**src/rtl/iirlhp_pkg.sv**
```systemverilog
// ----------------------------------------------------------------------------
// iirlhp_pkg
// Shared types, widths and codes for the low-pass / high-pass IIR filter.
// ----------------------------------------------------------------------------
package iirlhp_pkg;

  // Depth of the output history and fractional bits of the coefficients.
  localparam int HISTORY_DEPTH  = 4;
  localparam int COEF_FRAC_BITS = 20;

  // Field widths.
  localparam int SAMPLE_W  = 16;
  localparam int COEF_W    = 24;
  localparam int HIST_FRAC = 8;
  localparam int HIST_W    = SAMPLE_W + HIST_FRAC;
  localparam int MODE_W    = 3;
  localparam int CFG_IDX_W = 3;
  localparam int CFG_W     = COEF_W;

  // Product and accumulator widths.
  localparam int PROD_W  = COEF_W + HIST_W;
  localparam int GPROD_W = COEF_W + SAMPLE_W;
  localparam int ACC_W   = PROD_W + 4;

  // Filter modes.
  typedef enum logic [MODE_W-1:0] {
    MODE_MUTE = 3'd0,
    MODE_LP1  = 3'd1,
    MODE_LP2  = 3'd2,
    MODE_LP3  = 3'd3,
    MODE_LP4  = 3'd4,
    MODE_HP1  = 3'd5,
    MODE_HP2  = 3'd6,
    MODE_PASS = 3'd7
  } mode_e;

  // Configuration register indexes.
  typedef enum logic [CFG_IDX_W-1:0] {
    REG_MODE = 3'd0,
    REG_FB1  = 3'd1,
    REG_FB2  = 3'd2,
    REG_FB3  = 3'd3,
    REG_FB4  = 3'd4,
    REG_FF0  = 3'd5,
    REG_FF1  = 3'd6,
    REG_FF2  = 3'd7
  } cfg_idx_e;

  // Current configuration as seen by the datapath.
  typedef struct packed {
    mode_e                     mode;
    logic signed [COEF_W-1:0]  fb1;
    logic signed [COEF_W-1:0]  fb2;
    logic signed [COEF_W-1:0]  fb3;
    logic signed [COEF_W-1:0]  fb4;
    logic signed [COEF_W-1:0]  ff0;
    logic signed [COEF_W-1:0]  ff1;
    logic signed [COEF_W-1:0]  ff2;
  } cfg_t;

  // History taps read by the datapath.
  typedef struct packed {
    logic signed [HIST_W-1:0]   y1;
    logic signed [HIST_W-1:0]   y2;
    logic signed [HIST_W-1:0]   y3;
    logic signed [HIST_W-1:0]   y4;
    logic signed [SAMPLE_W-1:0] u1;
    logic signed [SAMPLE_W-1:0] u2;
  } taps_t;

endpackage

```
**src/rtl/iirlhp_cfg.sv**
```systemverilog
// ----------------------------------------------------------------------------
// iirlhp_cfg
// Configuration register file: filter mode and the seven coefficients.
// ----------------------------------------------------------------------------
module iirlhp_cfg (
  input  logic                          clk_i,
  input  logic                          rst_ni,
  input  logic                          cfg_we_i,
  input  logic [iirlhp_pkg::CFG_IDX_W-1:0] cfg_idx_i,
  input  logic [iirlhp_pkg::CFG_W-1:0]  cfg_data_i,
  output iirlhp_pkg::cfg_t              cfg_o
);
  import iirlhp_pkg::*;

  cfg_t cfg_q;

  // Write one register per enabled cycle.
  always_ff @(posedge clk_i or negedge rst_ni) begin
    if (!rst_ni) begin
      cfg_q <= '{mode: MODE_PASS, default: '0};
    end else if (cfg_we_i) begin
      unique case (cfg_idx_e'(cfg_idx_i))
        REG_MODE: cfg_q.mode <= mode_e'(cfg_data_i[MODE_W-1:0]);
        REG_FB1:  cfg_q.fb1  <= cfg_data_i[COEF_W-1:0];
        REG_FB2:  cfg_q.fb2  <= cfg_data_i[COEF_W-1:0];
        REG_FB3:  cfg_q.fb3  <= cfg_data_i[COEF_W-1:0];
        REG_FB4:  cfg_q.fb4  <= cfg_data_i[COEF_W-1:0];
        REG_FF0:  cfg_q.ff0  <= cfg_data_i[COEF_W-1:0];
        REG_FF1:  cfg_q.ff1  <= cfg_data_i[COEF_W-1:0];
        REG_FF2:  cfg_q.ff2  <= cfg_data_i[COEF_W-1:0];
        default:  cfg_q      <= cfg_q;
      endcase
    end
  end

  assign cfg_o = cfg_q;

endmodule

```
**config.mk**
```make
export PLATFORM = sky130hd
export DESIGN_NAME = iirlhp_cfg
export DESIGN_NICKNAME = d
export VERILOG_FILES = /design/src/rtl/iirlhp_pkg.sv /design/src/rtl/iirlhp_cfg.sv
export SDC_FILE = /design/constraint.sdc
export NUM_CORES = 1
export LEC_CHECK = 0
export ABC_AREA = 1
export BUFFER_PORTS_ARGS = -buffer_cell sky130_fd_sc_hd__buf_2
export CELL_PAD_IN_SITES_DETAIL_PLACEMENT = 0
export CELL_PAD_IN_SITES_GLOBAL_PLACEMENT = 1
export CORE_UTILIZATION = 30
export CTS_CLUSTER_DIAMETER = 50
export CTS_CLUSTER_SIZE = 16
export DETAILED_ROUTE_END_ITERATION = 10
export PLACE_DENSITY = 0.78
export SYNTH_ARGS = -nofsm -noshare
export SYNTH_HDL_FRONTEND = slang
export SYNTH_SLANG_ARGS = --single-unit
export TNS_END_PERCENT = 5
```
**constraint.sdc**
```tcl
create_clock -name clk_i -period 0.8 [get_ports clk_i]
set_input_delay 0.16 -clock clk_i [delete_from_list [all_inputs] [get_ports clk_i]]
set_output_delay 0.16 -clock clk_i [all_outputs]
set_load 0.05 [all_outputs]
```
==> impl_metrics.ini <==
[status]
outcome = complete, but fails checks
violations = setup timing

[global_route]
gr-total-overflow = 0
grt-busiest-layer = met2
met1_usage_pct = 25.24
grt_max_degree = 35
use_met2_pct = 31.95
antenna_found_initial = 0
grt_pass1_vias = 5547
grt_use_met3_pct = 4.515
grt_use_total_pct = 19.67
grt_pass1_wl_um = 32760

[power]
powerDensity_mw_per_mm2 = 3238
p_comb_share_pct = 37.6
p_seq_share_pct = 35.9
p_sw_uw = 12930
switching_share_pct = 39.95
clock_power_share_pct = 26.5
power.leakage_uw = 0.005349
power_uw = 32370
intPower_uw = 19440
peakVddDrop_mv = 1.252

[critical_path]
cp_slowest_cell = dfstp_2
r2r_cells = 3
slowest_delay_ns = 0.56
path_depth = 1
r2r_start = cfg_o[168]
startpoint_type = register
rr_endpoint = cfg_o[168]
cp_cell_sequence = buf_12
r2r_slack_ns = 0
critPathKind = reg -> out
end_kind = output pin
cp.required_ns = 0.64
crit_family = flip-flops
critical_path_arrival_ns = 1.13
critical_path.startpoint = cfg_o[170]
crit_fanout = 2
cp.buffers_inverters = 1
endpoint = cfg_o[170]

[clock_tree]
cts-buffers-inserted = 17
clock-sinks = 171
clk_latency_ns = 0.42
clk_path_buf_depth = 2
root_buffer = clkbuf_16
cts_htree_levels = 4
cts_tree = yes
clkTransAtPathRegs_ns = 0.07

[detailed_routing]
drtPass1Iterations = 5
ant_nets = 0
vias_per_cell = 4.545
routed_wirelength_um = 21560
drtIter0Drc = 258
wl_per_cell_um = 17.16
drc = 0
vias = 5708

[finish]
final_layout_size_suffix_gt1_share_pct = 29.10
fill_cells = 2116
area_growth_pct = 50.58
nets = 994
antenna_cells = 0
largest_register_ffs = 171
fin_area_sq_mm = 0.009997

[yosys]
yosysTopAreaCell = dfrtp_1
ys_ff_latch = 171
synth_common_cells = nand2_1 (445), dfrtp_1 (168), nand3_1 (75), buf_2 (33)
syn_area_per_cell_sq_um = 8.852
synth_flop_cell = dfrtp_1
synth_cell_types = 12
synthesis.nets = 780
yosys_warnings = 0
synthArstFlopShare_pct = 100.0
yosys-top-cells-area = dfrtp_1 (63%), nand2_1 (25%), nand3_1 (5.7%), buf_2 (2.5%), dfstp_2 (1.2%)
synthMostInstantiatedCell = nand2_1
synth_top_area_share_pct = 63.32
synth-seq-area-share_pct = 64.51
synth_area_sq_mm = 0.006639
netlist_instances = 750
synth-edff-count = 0

[sta]
fin_crit_sh_pct = 161.0
tightest_slew_ns = 0.3040
final_hold_viol_count = 0
clock.fmax_mhz = 776.5
slew_headroom_pct = 79.74
setup_violations = 172
fin_crit_ns = 1.288
layout_setup_ws_ns = -0.4879
rsz0062_at_grt = true
fin_worst_skew_ns = 0
slew_viol_final = 0

[placement]
gp_congestion = 0.8017
hpwl_um = 14460
placed_area_sq_mm = 0.008304
io_buffer_count = 200

[floorplanning]
ios = 201
dieArea_sq_mm = 0.02273
num_rows = 54
core_area_sq_mm = 0.02176
die_w_um = 150.8
die_y_um = 150.8
initial_core_util_pct = 30.52

[flow_run]
cap_violations = 0

[hold_path]
hold_class = in -> reg
## area by class of cell
| type | count | area, sq um | share of cell area [%] |
|---|---|---|---|
| tap | 280 | 350.3 | 3.504 |
| timing repair buffer | 234 | 2574 | 25.74 |
| inverter | 6 | 32.53 | 0.3254 |
| clock buffer | 21 | 460.4 | 4.606 |
| sequential | 171 | 4283 | 42.84 |
| clock inverter | 10 | 141.4 | 1.414 |
| multi-input combinational | 534 | 2156 | 21.56 |
## layout by cell type, fill, tap and decap left out
| cell | count |
|---|---|
| buf_4 | 16 |
| clkbuf_1 | 2 |
| clkinv_2 | 2 |
| clkbuf_16 | 17 |
| nand2_1 | 444 |
| nor2_2 | 5 |
| clkinv_4 | 2 |
| dfstp_2 | 3 |
| clkbuf_8 | 2 |
| buf_6 | 169 |
| inv_1 | 2 |
| nand2_4 | 1 |
| nand2_2 | 6 |
| clkinvlp_4 | 2 |
| inv_6 | 1 |
| nor2_4 | 3 |
| bufinv_16 | 3 |
| dlygate4sd3_1 | 1 |
| dfrtp_1 | 168 |
| buf_2 | 28 |
| nand3_1 | 75 |
| buf_12 | 20 |
| inv_2 | 2 |
| inv_8 | 1 |
| inv_4 | 1 |
## per-stage QoR
step           hold slack, ns  cells  setup TNS [ns]  setup slack [ns]  util, %
6_report              0.06056   1256          -58.96           -0.4879    45.95
3_3_place_gp          0.05885   1220          -44.59           -0.3015    38.17
4_1_cts               0.03799   1254          -63.42           -0.5179    45.88
3_5_place_dp          0.05978   1220          -46.86           -0.3224    38.17
5_1_grt               0.04729   1256          -65.88           -0.5260    45.95
2_1_floorplan         -0.1356    750          -9.048          -0.07314        -
## power by group through the flow
| stage | registers, uW | clock network, uW | logic, uW |
|---|---|---|---|
| final | 11600 | 8570 | 12200 |
| after global routing | 11800 | 9110 | 12800 |
| after CTS | 11600 | 8790 | 12200 |
| after detailed placement | 11300 | 0 | 10300 |
| after global placement | 11400 | 0 | 10200 |
| after floorplan | 17000 | 0 | 1500 |
## what timing repair did
action,4_1_cts,5_1_grt
hold endpoints to repair,168,0
hold buffers,1,0
setup endpoints to repair,171,172
buffers inserted,2,2
gates resized for setup,336,0
## cell families after synthesis
kind of cell | after synthesis | synth area share [%]
buf+inv | 45 | 3.166
simple gates | 534 | 32.32
flops | 171 | 64.51
## how the worst min path moves through the flow
| stage | startpoint | to | slack, ns | cells after the start |
|---|---|---|---|---|
| global placement | rst_ni | cfg_o[35] | 0.06 | 1 |
| floorplan | rst_ni | cfg_o[0] | -0.14 | 0 |
| detailed placement | rst_ni | cfg_o[35] | 0.06 | 1 |
| global route | cfg_data_i[4] | cfg_o[52] | 0.05 | 3 |
| CTS | cfg_data_i[4] | cfg_o[28] | 0.04 | 3 |
| finish | cfg_data_i[4] | cfg_o[28] | 0.06 | 3 |
## metal layers
layer | wire, um | part of all wire (%)
met1 | 9152 | 42
met2 | 10790 | 50
met3 | 1200 | 5.6
met4 | 415 | 1.9
met5 | 0 | 0
Power figures use the tool's default switching activity.
