## src/rtl/iirlhp_pkg.sv

```systemverilog
// ----------------------------------------------------------------------------
// iirlhp_pkg
// Shared types, widths and codes for the low-pass / high-pass IIR filter.
// ----------------------------------------------------------------------------
package iirlhp_pkg;

  // Depth of the output history and fractional bits of the coefficients.
  localparam int HISTORY_DEPTH  = 4;
  localparam int COEF_FRAC_BITS = 20;

  // Field widths.
  localparam int SAMPLE_W  = 16;
  localparam int COEF_W    = 24;
  localparam int HIST_FRAC = 8;
  localparam int HIST_W    = SAMPLE_W + HIST_FRAC;
  localparam int MODE_W    = 3;
  localparam int CFG_IDX_W = 3;
  localparam int CFG_W     = COEF_W;

  // Product and accumulator widths.
  localparam int PROD_W  = COEF_W + HIST_W;
  localparam int GPROD_W = COEF_W + SAMPLE_W;
  localparam int ACC_W   = PROD_W + 4;

  // Filter modes.
  typedef enum logic [MODE_W-1:0] {
    MODE_MUTE = 3'd0,
    MODE_LP1  = 3'd1,
    MODE_LP2  = 3'd2,
    MODE_LP3  = 3'd3,
    MODE_LP4  = 3'd4,
    MODE_HP1  = 3'd5,
    MODE_HP2  = 3'd6,
    MODE_PASS = 3'd7
  } mode_e;

  // Configuration register indexes.
  typedef enum logic [CFG_IDX_W-1:0] {
    REG_MODE = 3'd0,
    REG_FB1  = 3'd1,
    REG_FB2  = 3'd2,
    REG_FB3  = 3'd3,
    REG_FB4  = 3'd4,
    REG_FF0  = 3'd5,
    REG_FF1  = 3'd6,
    REG_FF2  = 3'd7
  } cfg_idx_e;

  // Current configuration as seen by the datapath.
  typedef struct packed {
    mode_e                     mode;
    logic signed [COEF_W-1:0]  fb1;
    logic signed [COEF_W-1:0]  fb2;
    logic signed [COEF_W-1:0]  fb3;
    logic signed [COEF_W-1:0]  fb4;
    logic signed [COEF_W-1:0]  ff0;
    logic signed [COEF_W-1:0]  ff1;
    logic signed [COEF_W-1:0]  ff2;
  } cfg_t;

  // History taps read by the datapath.
  typedef struct packed {
    logic signed [HIST_W-1:0]   y1;
    logic signed [HIST_W-1:0]   y2;
    logic signed [HIST_W-1:0]   y3;
    logic signed [HIST_W-1:0]   y4;
    logic signed [SAMPLE_W-1:0] u1;
    logic signed [SAMPLE_W-1:0] u2;
  } taps_t;

endpackage

```

## src/rtl/iirlhp_hist.sv

```systemverilog
// ----------------------------------------------------------------------------
// iirlhp_hist
// Output and input history shift registers, cleared at reset.
// ----------------------------------------------------------------------------
module iirlhp_hist (
  input  logic                                clk_i,
  input  logic                                rst_ni,
  input  logic                                push_i,
  input  logic signed [iirlhp_pkg::HIST_W-1:0]   y_i,
  input  logic signed [iirlhp_pkg::SAMPLE_W-1:0] x_i,
  output iirlhp_pkg::taps_t                   taps_o
);
  import iirlhp_pkg::*;

  logic signed [HIST_W-1:0]   yh_q [HISTORY_DEPTH];
  logic signed [SAMPLE_W-1:0] uh_q [2];

  // Shift both histories on every push; entry 0 is the newest.
  always_ff @(posedge clk_i or negedge rst_ni) begin
    if (!rst_ni) begin
      for (int i = 0; i < HISTORY_DEPTH; i++) begin
        yh_q[i] <= '0;
      end
      uh_q[0] <= '0;
      uh_q[1] <= '0;
    end else if (push_i) begin
      for (int i = HISTORY_DEPTH - 1; i > 0; i--) begin
        yh_q[i] <= yh_q[i-1];
      end
      yh_q[0] <= y_i;
      uh_q[1] <= uh_q[0];
      uh_q[0] <= x_i;
    end
  end

  // Only the four newest outputs feed the filter.
  assign taps_o.y1 = yh_q[0];
  assign taps_o.y2 = yh_q[1];
  assign taps_o.y3 = yh_q[2];
  assign taps_o.y4 = yh_q[3];
  assign taps_o.u1 = uh_q[0];
  assign taps_o.u2 = uh_q[1];

endmodule

```

## config.mk

```make
export PLATFORM = sky130hd
export DESIGN_NAME = iirlhp_hist
export DESIGN_NICKNAME = d
export VERILOG_FILES = /design/src/rtl/iirlhp_pkg.sv /design/src/rtl/iirlhp_hist.sv
export SDC_FILE = /design/constraint.sdc
export NUM_CORES = 1
export LEC_CHECK = 0
export ABC_AREA = 1
export ABC_CLOCK_PERIOD_IN_PS = 1900
export BUFFER_PORTS_ARGS = -buffer_cell sky130_fd_sc_hd__buf_2
export CAP_MARGIN = 0
export CORE_MARGIN = 5
export CORE_UTILIZATION = 35
export CTS_BUF_LIST = sky130_fd_sc_hd__clkbuf_8
export DETAILED_ROUTE_END_ITERATION = 8
export GPL_TIMING_DRIVEN = 0
export PLACE_DENSITY = 0.59
export SYNTH_ARGS = -nofsm -noshare
export SYNTH_HDL_FRONTEND = slang
export SYNTH_SLANG_ARGS = --single-unit
export TNS_END_PERCENT = 50
```

## constraint.sdc

```tcl
create_clock -name clk_i -period 1.9 [get_ports clk_i]
set_clock_uncertainty 0.2 [all_clocks]
set_input_delay 0.38 -clock clk_i [delete_from_list [all_inputs] [get_ports clk_i]]
set_output_delay 0.38 -clock clk_i [all_outputs]
set_load 0.02 [all_outputs]
```

==> results_tabular.tex <==
\begin{tabular}{lr}
\hline
Metric & Value \\
\hline
\multicolumn{2}{l}{\textbf{Outcome}} \\
Result of the run & completed \\
\multicolumn{2}{l}{\textbf{Placement}} \\
Placed cell count & 892 \\
Routability Congestion & 0.7957 \\
Detailed Place HPWL & between 10 and 15 mm \\
Place WS & 539.2 ps \\
Port bufs & 170 \\
\multicolumn{2}{l}{\textbf{Power and ir drop}} \\
PD cells & between 900 and 1000 nW/um\^{}2 \\
Leakage power & around 4 nW \\
Overall power of the completed layout & about 6.7 mW \\
Maximum vdd drop & roughly 0.4 mV \\
\multicolumn{2}{l}{\textbf{Floorplanning}} \\
Floorplan Core Area & about 14,000 um\^{}2 \\
Std-Cell Rows & between 40 and 50 \\
Initial cell density of the core & $\sim$36\% \\
Horizontal die dimension & $\sim$130 um \\
Vert. Die Dim & 129.0 um \\
Full die area & 16,650 um\^{}2 \\
Number of top-level pins & $\sim$170 \\
\multicolumn{2}{l}{\textbf{Timing}} \\
Max-Slew Margin vs Limit & between 60\% and 70\% \\
Final hold violation count & 0 \\
Pin slew with the least headroom to its limit & 588.5 ps \\
Minimum clock period after layout & roughly 1600 ps \\
Final-report max-slew violation count & 0 \\
Setup slack of the critical path after layout & 257.5 ps \\
Worst hold-check slack & $\sim$190 ps \\
Unrepaired setup endpoints after global routing & no \\
Upper clock frequency limit & roughly 610 MHz \\
Total setup violations reported at the end of the flow & 0 \\
Share of the clock period used by the worst path & 86.45\% \\
\multicolumn{2}{l}{\textbf{Yosys}} \\
Netlist Area Pre-Place & slightly below 5000 um\^{}2 \\
Post-Synth XOR/XNOR Area & 0\% \\
Yosys warnings & 0 \\
Area fraction in and, or, nand and nor cells after synthesis & 29.06\% \\
Post-Synthesis Net Count & approximately 580 \\
Number of storage elements in the synthesis netlist & 128 \\
Post-synthesis adder-cell area fraction & 0\% \\
Avg Cell Area, Syn & approximately 9 um\^{}2 \\
Number of different library cells in the post-synthesis netlist & 5 \\
Dominant combinational cell family by area after synthesis & simple AND/OR/NAND/NOR gates \\
Area fraction in compound gates after synthesis & 0\% \\
Portion of netlist area occupied by mux cells & 0\% \\
Gate Count Post-Synth & $\sim$540 \\
Seq/Total Area, Yosys & approximately 65\% \\
\multicolumn{2}{l}{\textbf{Route}} \\
Count of antenna-violating nets left after detailed routing & 0 \\
Starting DRT DRC Count & 165 \\
Total routed wirelength & about 14 mm \\
Total number of vias & 4,147 \\
Length of the first detailed-routing pass in iterations & 4 \\
Number of design rule violations left after detail routing & 0 \\
Via density per instance & around 4.3 \\
Average wire length per cell after detail routing & between 10 and 15 um \\
\multicolumn{2}{l}{\textbf{Final layout}} \\
Non-filler instance count after layout & 963 \\
Most frequent cells in the layout & sky130\_fd\_sc\_hd\_\_nand2\_1 (384), sky130\_fd\_sc\_hd\_\_buf\_2 (169), sky130\_fd\_sc\_hd\_\_dfrtp\_1 (128) \\
Share of final-layout standard cells stronger than drive strength 1 & 29.03\% \\
Area grow syn2layout & 37.66\% \\
Number of flip-flops in the largest register & approximately 130 \\
Final cell utilization of the core & about half \\
Final net count & approximately 820 \\
Most common cell after layout, fill and taps aside & sky130\_fd\_sc\_hd\_\_nand2\_1 \\
\multicolumn{2}{l}{\textbf{Critical path}} \\
Crit path largest cell delay & 420 ps \\
Cell type group with the largest total delay on the critical path & flip-flops \\
Crit path arrival time & between 1000 and 1500 ps \\
Setup crit end kind & primary output \\
Cell-by-cell listing of the critical path & buf\_2 \\
Critical Path Start Type & register \\
Critical path buffer and inverter count & 1 \\
Worst EP required & roughly 1300 ps \\
Highest fanout seen on the critical path & 3 \\
Slowest CP cell & sky130\_fd\_sc\_hd\_\_dfrtp\_1 \\
Setup CP Type & reg -> out \\
\multicolumn{2}{l}{\textbf{Clocking}} \\
Reg clk slew, reported paths & $\sim$70 ps \\
CTS tree & built \\
Total clock buffers created by CTS & 17 \\
Clock insertion delay at the later pin of the skew report & approximately 430 ps \\
Post-CTS setup buffer count & 0 \\
Cell chosen for the clock root & sky130\_fd\_sc\_hd\_\_clkbuf\_8 \\
H-tree depth & 4 \\
Clock Tree Buf Depth & 2 \\
Total number of clock tree sinks & between 100 and 150 \\
\multicolumn{2}{l}{\textbf{Global route}} \\
Largest net degree at the start of global routing & 68 \\
First-pass GRT wire length & approximately 22 mm \\
Total global routing track utilization & between 15 and 20\% \\
GR Util met1 & between 20\% and 30\% \\
Gr ovfl total & 0 \\
GR Util met3 & 4.988\% \\
Met2 Resource Use GR & between 20\% and 30\% \\
Via count of the first global-routing pass & 4,266 \\
Peak-usage layer in the global routing report & met2 \\
Initial antenna violation count & 0 \\
\multicolumn{2}{l}{\textbf{Flow run}} \\
Number of maximum-capacitance violations & 0 \\
\multicolumn{2}{l}{\textbf{Min path}} \\
Path class of the lowest-slack min-delay path & in -> reg \\
\hline
\end{tabular}
[timing repair]
action,in CTS,in global routing
hold buffers,41,0
endpoints found under the hold margin,101,0
gates resized for setup,0,0
[stage by stage]
step	setup TNS [ps]	cell area [um^2]
after floorplan	0	4960
after global routing	0	6825
after detailed placement	0	6070
after CTS	0	6825
after global placement	-177290	6036
final	0	6828
[report_power, final]
part           switching (mW)  internal [mW]  leakage [nW]
combinational           0.856          0.486          2.20
clock                   0.984           1.09         0.188
sequential              0.234           3.03          1.60
total                    2.07           4.61          3.99
[final cells by class]
class | instances | area (um^2)
Multi-Input combinational cell | 384 | 1441
Inverter | 1 | 3.754
Buffer | 28 | 311.5
Clock inverter | 9 | 70.07
Antenna cell | 1 | 2.502
Tap cell | 180 | 225.2
Clock buffer | 20 | 275.3
Fill cell | 1342 | 7053
Sequential cell | 128 | 3203
Timing Repair Buffer | 212 | 1295
[cell usage after synthesis (all sizes together)]
master | n | area share, %
buf | 28 | 6.3
inv | 1 | 0.076
dfrtp | 128 | 65
nand2 | 384 | 29
[path summary, 6_finish.rpt]
kind,depth (start not counted),startpoint,slack (ps),to
setup / recovery,1,taps_o[112],260,taps_o[112]
hold / removal,5,push_i,190,taps_o[79]
setup reg to reg,2,taps_o[113],1000,taps_o[89]
hold reg to reg,2,taps_o[37],270,taps_o[37]
max in group asynchronous,3,rst_ni,460,taps_o[67]
min in group asynchronous,2,rst_ni,320,taps_o[20]
[kinds of logic after synthesis]
kind of cell	after synthesis
and+or+nand+nor	384
DFF	128
buffers and inverters	29
[metal layers]
metal	routed length (um)	up-vias	part of all wire [%]
met4	314	0	2.3
met5	0	-	0
li1	-	2078	-
met2	6761	127	49
met3	769	24	5.6
met1	5817	1918	43
No activity file was read; power rests on OpenSTA's default activity.
